File: config.mk
export PLATFORM = sky130hd
export DESIGN_NAME = bwfa_ctrl
export DESIGN_NICKNAME = d
export VERILOG_FILES = /design/src/rtl/core/bwfa_pkg.sv /design/src/rtl/core/bwfa_ctrl.sv
export VERILOG_INCLUDE_DIRS = /design/src /design/src/rtl/core
export SDC_FILE = /design/constraint.sdc
export NUM_CORES = 1
export LEC_CHECK = 0
export ABC_AREA = 1
export BUFFER_PORTS_ARGS = -buffer_cell sky130_fd_sc_hd__clkbuf_2
export CAP_MARGIN = 25
export CORE_AREA = 2 2 39 41
export CTS_BUF_LIST = sky130_fd_sc_hd__clkbuf_8 sky130_fd_sc_hd__clkbuf_16
export DETAILED_ROUTE_END_ITERATION = 12
export DIE_AREA = 0 0 41 43
export HOLD_SLACK_MARGIN = 0.02
export PLACE_DENSITY = 0.45
export SETUP_SLACK_MARGIN = 0.02
export SKIP_LAST_GASP = 1
export SLEW_MARGIN = 10
export SYNTH_ARGS = -nofsm -noshare
export SYNTH_HDL_FRONTEND = slang
export SYNTH_SLANG_ARGS = --single-unit
export TNS_END_PERCENT = 5
File: constraint.sdc
create_clock -name clk_i -period 2.8 [get_ports clk_i]
set_clock_uncertainty 0.1 [all_clocks]
set_input_delay 0.42 -clock clk_i [delete_from_list [all_inputs] [get_ports clk_i]]
set_output_delay 0.42 -clock clk_i [all_outputs]
set_load 0.02 [all_outputs]
File: src/rtl/core/best_worst_fit_allocator_assert.svh
// assertion macros shared by the allocator control and datapath modules
`ifndef BEST_WORST_FIT_ALLOCATOR_ASSERT_SVH
`define BEST_WORST_FIT_ALLOCATOR_ASSERT_SVH

// property checked at every rising clock edge outside reset
`define BWFA_ASSERT(lbl, prop) \
  lbl: assert property (@(posedge clk_i) disable iff (!rst_ni) (prop)) \
    else $error("bwfa assertion failed");

// consequent checked in the cycle after the antecedent
`define BWFA_ASSERT_NEXT(lbl, ante, cons) \
  lbl: assert property (@(posedge clk_i) disable iff (!rst_ni) (ante) |=> (cons)) \
    else $error("bwfa assertion failed");

`endif

File: src/rtl/core/bwfa_pkg.sv
package bwfa_pkg;

  localparam int unsigned CHUNKS_DEF    = 256;
  localparam int unsigned SIZE_BITS_DEF = 16;
  localparam int unsigned AMOUNT_W      = 16;
  localparam int unsigned INDEX_W       = 8;
  localparam int unsigned TOTAL_W       = 32;

  typedef enum logic [0:0] {
    OP_ADD = 1'b0,
    OP_REQ = 1'b1
  } op_e;

  typedef enum logic [1:0] {
    ST_FIT   = 2'd0,
    ST_MISS  = 2'd1,
    ST_ADDED = 2'd2,
    ST_FULL  = 2'd3
  } status_e;

  typedef enum logic [0:0] {
    FIT_BEST  = 1'b0,
    FIT_WORST = 1'b1
  } fit_e;

  typedef struct packed {
    op_e                 op;
    logic [AMOUNT_W-1:0] amount;
  } in_item_t;

  typedef struct packed {
    status_e             status;
    logic [INDEX_W-1:0]  chunk_index;
    logic [AMOUNT_W-1:0] remaining;
    logic [TOTAL_W-1:0]  miss_total;
    logic [TOTAL_W-1:0]  allocated_total;
  } out_item_t;

  typedef struct packed {
    logic load;
    logic scan_en;
    logic finish;
  } ctrl_cmd_t;

  typedef struct packed {
    logic is_req;
    logic scan_done;
    logic out_free;
  } ctrl_status_t;

  function automatic logic [TOTAL_W-1:0] sat_add(logic [TOTAL_W-1:0] a,
                                                 logic [TOTAL_W-1:0] b);
    logic [TOTAL_W:0] s;
    s = {1'b0, a} + {1'b0, b};
    return s[TOTAL_W] ? {TOTAL_W{1'b1}} : s[TOTAL_W-1:0];
  endfunction

endpackage

File: src/rtl/core/bwfa_ctrl.sv
`include "best_worst_fit_allocator_assert.svh"

module bwfa_ctrl (
  input  logic                   clk_i,
  input  logic                   rst_ni,
  input  logic                   in_valid_i,
  output logic                   in_ready_o,
  output bwfa_pkg::ctrl_cmd_t    cmd_o,
  input  bwfa_pkg::ctrl_status_t status_i
);

  typedef enum logic [3:0] {
    S_IDLE   = 4'b0001,
    S_DECIDE = 4'b0010,
    S_SCAN   = 4'b0100,
    S_FINISH = 4'b1000
  } state_e;

  state_e state_q, state_d;

  always_comb begin
    state_d       = state_q;
    in_ready_o    = 1'b0;
    cmd_o         = '0;
    unique case (state_q)
      S_IDLE: begin
        in_ready_o = 1'b1;
        if (in_valid_i) begin
          cmd_o.load = 1'b1;
          state_d    = S_DECIDE;
        end
      end
      S_DECIDE: begin
        state_d = status_i.is_req ? S_SCAN : S_FINISH;
      end
      S_SCAN: begin
        cmd_o.scan_en = 1'b1;
        if (status_i.scan_done) begin
          state_d = S_FINISH;
        end
      end
      S_FINISH: begin
        if (status_i.out_free) begin
          cmd_o.finish = 1'b1;
          state_d      = S_IDLE;
        end
      end
      default: begin
        state_d = S_IDLE;
      end
    endcase
  end

  always_ff @(posedge clk_i or negedge rst_ni) begin
    if (!rst_ni) begin
      state_q <= S_IDLE;
    end else begin
      state_q <= state_d;
    end
  end

  `BWFA_ASSERT(a_finish_free, !cmd_o.finish || status_i.out_free)
  `BWFA_ASSERT(a_cmd_excl, !(cmd_o.scan_en && cmd_o.finish) && !(cmd_o.load && cmd_o.finish))
  `BWFA_ASSERT_NEXT(a_load_busy, cmd_o.load, !in_ready_o)

endmodule

==> metrics.md, run 1 <==
| Metric | Value |
|---|---|
| WHS Path Cells | `3` |
| Register area share after synthesis | `a little under two fifths` |
| WP data required | `about 2.3 ns` |
| Worst Max-Slew Pin Slew | `0.186 ns` |
| HP Start | `in_valid_i` |
| Area delta synth->final | `45.5%` |
| Reg2Reg Setup Slack | `between 1.5 and 2 ns` |
| Placed Cells | `65` |
| Drt initial violations | `3` |
| Most common cell after layout, fill and taps aside | `inv_1` |
| Avg Cell Area, Syn | `roughly 6.6 um^2` |
| GRT Overall Usage | `8.35%` |
| Post-synthesis cell type count | `11` |
| DRC | `0` |
| Sw Pwr | `0.145 mW` |
| Cell area after placement | `329 um^2` |
| Pwr Density | `964 nW/um^2` |
| Synth warn | `0` |
| Cell Rows | `14` |
| Leak | `0.245 nW` |
| Final min period | `1.80 ns` |
| Port buffer count | `9` |
| Slew HR | `between 80% and 90%` |
| Die H | `around 43 um` |
| CTS Buf Count | `3` |
| Vias in the first global route | `242` |
| Final Cycle Share | `64.3%` |
| Final Power | `~0.37 mW` |
| Arr. time, crit path | `1.28 ns` |
| Sink Count | `4` |
| Highest clock rate | `556 MHz` |
| H-tree levels | `1` |
| Gate Count Post-Synth | `40` |
| Post-DP HPWL | `~460 um` |
| Fin cells | `70` |
| Cell at the root of the clock tree | `clkbuf_8` |
| Place WS | `1.22 ns` |
| # IOs | `10` |
| Hold Path End | `state_q[1]` |
| Final ANT Viol Nets | `0` |
| Critical path capture point type | `output pin` |
| Final WS setup | `1.00 ns` |
| Final setup vio count | `0` |
| Starting Density | `a little under a fifth` |
| Largest registers | `state_q (4)` |
| Reg2reg path depth | `5` |
| Combinational share of power | `between 30 and 40%` |
| Largest net degree at the start of global routing | `5` |
| Most flops, register | `state_q` |
| Die area | `1760 um^2` |
| Worst hold path type | `in -> reg` |
| Max-slew violations | `0` |
| Clock network power share | `33.7%` |
| Max cap viols | `0` |
| Antenna violations before repair | `0` |
| CTS tree | `yes` |
| Max reg flops | `4` |
| Final Hold Fails | `0` |
| Flop pwr share | `27.0%` |
| Nets | `61` |
| Vias per cell | `~3.7` |
| CP Launch Type | `flip-flop` |
| GRT overflow | `0` |
| Seq cells post-synth | `4` |
| Worst Path Max Fanout | `4` |
| Post-synthesis net count | `between 40 and 50` |
| RR Startpoint | `state_q[0]` |
| Synthesized area | `264 um^2` |
| Setup Fix Bufs, Post-CTS | `0` |
| Core Area | `between 1000 and 1500 um^2` |
| R2R Path End | `state_q[3]` |
| Worst skew pair latency | `about 0.22 ns` |
| Setup TNS | `0 ns` |
| Status | `complete, no violations` |
| Layout cells sized above 1 | `33.3%` |
| Wirelength per Cell | `roughly 8 um` |
| RSZ-0062 raised after global routing | `no` |
| Switch share | `39.1%` |
| Hold-fix buffers, CTS | `1` |
| Cell-internal power | `0.225 mW` |
| Max clock buf depth | `2` |
| Final wirelength | `562 um` |
| Most frequent cells in the layout | `inv_1 (13), clkbuf_2 (9), nor2_1 (6), nand3_1 (6), nand2_1 (5)` |
| Post-CTS sizing | `0` |
| Peak supply drop | `409 uV` |
| Die Span X | `41 um` |
| GPL Wtd Cong | `0.800` |
| Clk pin slew, worst setup/hold paths | `0.03 ns` |
| WS Path Type | `reg -> out` |
| Final Cell Area | `around 380 um^2` |
| Pre-antenna DRT Iters | `4` |
| # diodes | `0` |
| First-pass GRT wire length | `938 um` |
| Via count | `262` |
per-layer routing:
metal  wire length, um  GRT usage, %  vias to the layer above  share of wire [%]
met4                 0          8.00                        0                  0
met2               292          11.3                        5                 52
met3                21          1.57                        0                3.7
li1                  -             -                      144                  -
met1               248          10.4                      113                 44
met5                 0             0                        -                  0
through the flow:
step | util [%] | hold slack (ns)
final | 27.8 | 0.360
after global routing | 27.8 | 0.401
after CTS | 27.8 | 0.359
after detailed placement | 23.8 | 0.133
after global placement | 23.8 | 0.134
after floorplan | - | 0.0244
how the worst max path moves through the flow:
stage,start,end,slack [ns]
after floorplan,state_q[0],cmd_o[2],1.22
after global placement,state_q[0],cmd_o[2],1.22
final,state_q[0],cmd_o[2],1.00
after detailed placement,state_q[0],cmd_o[2],1.22
after global routing,state_q[0],cmd_o[2],0.86
after CTS,state_q[0],cmd_o[2],0.99
kinds of logic (layout without fill, tap and decap cells):
kind of cell / Yosys count / in the layout / synth area share [%]
simple gates: 21 / 21 / 36.5
buf+inv: 12 / 26 / 17.1
flops: 4 / 4 / 38.4
compound gates: 3 / 3 / 8.05
cells in the mapped netlist:
library cell	number	share of area, %
nor2_1	6	8.5
nand2_1	5	7.1
o21ai_1	1	1.9
nor2_2	3	7.1
dfstp_2	1	10
nand2_2	1	2.4
dfrtp_1	3	28
nand3_1	6	11
inv_1	12	17
o21ai_0	1	1.9
o21bai_2	1	4.3
power groups by stage:
stage	Clock (mW)	Sequential (mW)	Combinational (mW)
6_report	0.125	0.0999	0.146
5_1_grt	0.134	0.103	0.166
4_1_cts	0.128	0.100	0.148
3_5_place_dp	0	0.101	0.146
3_3_place_gp	0	0.101	0.147
2_1_floorplan	0	0.0975	0.110
worst max-delay path, stage by stage (launching register included):
cell	delay [ns]
dfstp_2	0.54
inv_1	0.04
nor2_1	0.11
nand2_1	0.11
nor2_1	0.10
clkbuf_2	0.17
final cells by class:
class	instances	area [um^2]
fillers	159	1000
multi-input cells	24	118
flip-flops and latches	4	101
repair buffers	10	55.1
inverters	12	45.0
clock buffers	3	41.3
well taps	16	20.0
clock inverters	1	3.75
No activity file was read; power rests on OpenSTA's default activity.
==> run 2, diff against run 1 <==
--- a/config.mk
+++ b/config.mk
@@ -6,7 +6,7 @@
 export SDC_FILE = /design/constraint.sdc
 export NUM_CORES = 1
 export LEC_CHECK = 0
-export ABC_AREA = 1
+export ABC_AREA = 0
 export BUFFER_PORTS_ARGS = -buffer_cell sky130_fd_sc_hd__clkbuf_2
 export CAP_MARGIN = 25
 export CORE_AREA = 2 2 39 41
@@ -14,7 +14,7 @@
 export DETAILED_ROUTE_END_ITERATION = 12
 export DIE_AREA = 0 0 41 43
 export HOLD_SLACK_MARGIN = 0.02
-export PLACE_DENSITY = 0.45
+export PLACE_DENSITY = 0.43
 export SETUP_SLACK_MARGIN = 0.02
 export SKIP_LAST_GASP = 1
 export SLEW_MARGIN = 10
==> constraint.sdc (replaced) <==
create_clock -name clk_i -period 1.85 [get_ports clk_i]
set_clock_uncertainty 0.1 [all_clocks]
set_input_delay 0.2775 -clock clk_i [delete_from_list [all_inputs] [get_ports clk_i]]
set_output_delay 0.2775 -clock clk_i [all_outputs]
set_load 0.02 [all_outputs]
==> metrics.md, run 2 <==
| Metric | Value |
|---|---|
| Status | `complete, no violations` |
| Area contributors post-synth | `dfrtp_1 (31%), dfstp_2 (11%), nor4b_2 (6.3%)` |
| Die H | `43 um` |
| Vias per cell | `4.26` |
| Vias in the first global route | `230` |
| Pre-antenna DRT Iters | `3` |
| GRT Overall Usage | `8.45%` |
| Worst hold path type | `in -> reg` |
| Area delta synth->final | `57.1%` |
| Leak | `0.172 nW` |
| Avg Cell Area, Syn | `10.4 um^2` |
| Core Area | `~1400 um^2` |
| Worst Path Buf+Inv | `1` |
| Cell at the root of the clock tree | `clkbuf_8` |
| Adder-Cell Fraction of Synth Area | `0%` |
| Simple-gate share of the synthesized area | `43.5%` |
| # diodes | `0` |
| Final Cycle Share | `between 90% and 100%` |
| Drt initial violations | `3` |
| Most common library cells after synthesis | `dfrtp_1 (3), and2_1 (2), nor3_1 (2)` |
| Post-synthesis cell type count | `19` |
| Max cap viols | `0` |
| Most flops, register | `state_q` |
| Nets | `45` |
| Synth Area in XOR/XNOR | `0%` |
| Final wirelength | `594 um` |
| Sink Count | `4` |
| CTS Buf Count | `3` |
| Most frequent cells in the layout | `clkbuf_2 (9), clkbuf_8 (3), dfrtp_1 (3)` |
| Crit-path cells | `nor4b_4 > and2_1 > clkbuf_2` |
| Met2 Resource Use GR | `9.38%` |
| Slew HR | `between 80% and 90%` |
| Worst skew pair latency | `0.22 ns` |
| Gate Count Post-Synth | `23` |
| Fin cells | `54` |
| Grt peak-use layer | `met1` |
| Fillers | `156` |
| Final setup vio count | `0` |
| Largest family of logic cells by synthesized area | `simple AND/OR/NAND/NOR gates` |
| Switch share | `34.6%` |
| # IOs | `10` |
| Cell Rows | `14` |
| Port buffer count | `9` |
| GPL Wtd Cong | `0.695` |
| Number of flops mapped to enable cells by yosys | `0` |
| Critical path capture point type | `output pin` |
| Max-slew violations | `0` |
| Antenna violations before repair | `0` |
| Post-synthesis mux area share | `0%` |
| Clk pin slew, worst setup/hold paths | `0.03 ns` |
| Worst Max-Slew Pin Slew | `0.292 ns` |
| CTS tree | `yes` |
| Synth Area in Compound Gates | `12.6%` |
| Dominant cell by count in the synthesized netlist | `dfrtp_1` |
| Met3 Use GR | `between 6 and 7%` |
| Worst path slowest cell | `dfrtp_1` |
| Register area share after synthesis | `between 40% and 50%` |
| Starting Density | `~17%` |
| Multi-input gate area | `143 um^2` |
| Max reg flops | `4` |
| Via count | `230` |
| Most common cell after layout, fill and taps aside | `clkbuf_2` |
| Clock network power share | `34.9%` |
| Largest net degree at the start of global routing | `9` |
| Worst Path Max Fanout | `8` |
| Synthesized area | `~240 um^2` |
| Highest clock rate | `approximately 570 MHz` |
| Async S/R FF share, synth | `100%` |
| Max incr delay on CP | `0.47 ns` |
| Cell-internal power | `0.358 mW` |
| Peak supply drop | `~550 uV` |
| Die area | `1760 um^2` |
| WP data required | `about 1.5 ns` |
| Synth warn | `0` |
| CP Launch Type | `flip-flop` |
| Share of the synthesized area in the top cell type | `31.4%` |
| Final min period | `around 1.8 ns` |
| Post-DP HPWL | `404 um` |
| First-pass GRT wire length | `~970 um` |
| Sw Pwr | `0.189 mW` |
| Pwr Density | `1460 nW/um^2` |
| GRT overflow | `0` |
| RSZ-0062 raised after global routing | `no` |
| Largest registers | `state_q (4)` |
| Seq cells post-synth | `4` |
| Max clock buf depth | `2` |
| Final Hold Fails | `0` |
| Placed Cells | `48` |
| Layout cells sized above 1 | `44.7%` |
| Combinational share of power | `33.6%` |
| Primary FF master, synth | `dfrtp_1` |
| Delay-heaviest family, CP | `simple AND/OR/NAND/NOR gates` |
| Wirelength per Cell | `11.0 um` |
| Post-synthesis net count | `29` |
| Final ANT Viol Nets | `0` |
| Arr. time, crit path | `1.38 ns` |
| FF/Latch Area | `~100 um^2` |
| Setup TNS | `0 ns` |
| H-tree levels | `1` |
| DRC | `0` |
| Flop pwr share | `a little under a third` |
| Die Span X | `roughly 41 um` |
| Routing usage on met1 | `between 10% and 20%` |
| Biggest area consumer among synthesized cells | `dfrtp_1` |
| WS Path Type | `reg -> out` |
## run 2: changes by cell type after synthesis, moves of 2 or more
cell / before / now
nand2_1: 5 / 1
and2_1: 0 / 2
nor2_1: 6 / 1
nand3_1: 6 / 0
inv_1: 12 / 1
nor2_2: 3 / 0
nor3_1: 0 / 2
## run 2: power groups by stage
stage          clock, mW  sequential, mW  combinational, mW
6_report           0.191           0.172              0.184
5_1_grt            0.205           0.178              0.201
4_1_cts            0.196           0.169              0.155
3_5_place_dp           0           0.170              0.153
3_3_place_gp           0           0.168              0.151
2_1_floorplan          0           0.155              0.112
## run 2: routing by layer
layer / wire, um / share of wire [%] / vias up
met1: 277 / 47 / 100
met3: 43 / 7.2 / 2
met4: 12 / 2.0 / 0
met5: 0 / 0 / -
li1: - / - / 118
met2: 260 / 44 / 10
## run 2: kinds of logic (layout without fill, tap and decap cells)
kind of cell	Yosys count	count (layout)
simple gates	14	14
compound gates	4	4
flops	4	4
buf+inv	1	16
## run 2: worst paths after layout
| check | end | slack [ns] | startpoint | depth (start not counted) |
|---|---|---|---|---|
| max reg2reg | state_q[3] | 0.48 | state_q[2] | 3 |
| min reg2reg | state_q[2] | 0.52 | state_q[3] | 1 |
| min in group asynchronous | state_q[1] | 0.31 | rst_ni | 2 |
| max | cmd_o[2] | 0.09 | state_q[1] | 3 |
| min | state_q[1] | 0.20 | in_valid_i | 2 |
| max in group asynchronous | state_q[0] | 1.14 | rst_ni | 2 |
## run 2: layout make-up
| class | instances | area share (%) |
|---|---|---|
| clock buffers | 3 | 11.0 |
| repair buffers | 11 | 16.7 |
| clock inverters | 1 | 1.00 |
| flip-flops and latches | 4 | 27.0 |
| well taps | 16 | 5.33 |
| inverters | 1 | 1.00 |
| multi-input cells | 18 | 38.0 |
## run 2: per-stage QoR
stage	worst slack (ns)	util (%)	hold slack [ns]	power [mW]	instance area [um^2]
after CTS	0.0300	25.9	0.199	0.521	359
after floorplan	0.0779	-	-0.118	0.267	239
final	0.0922	27.1	0.199	0.548	375
after global placement	0.309	22.0	-0.0167	0.319	304
after detailed placement	0.263	22.0	-0.0153	0.323	304
after global routing	0.0145	27.1	0.211	0.584	375
## run 2: what timing repair did
action / in CTS / in global routing
gates resized for setup: 0 / 1
hold endpoints to repair: 4 / 0
buffers inserted: 0 / 1
setup endpoints to repair: 0 / 1
hold buffers: 1 / 0
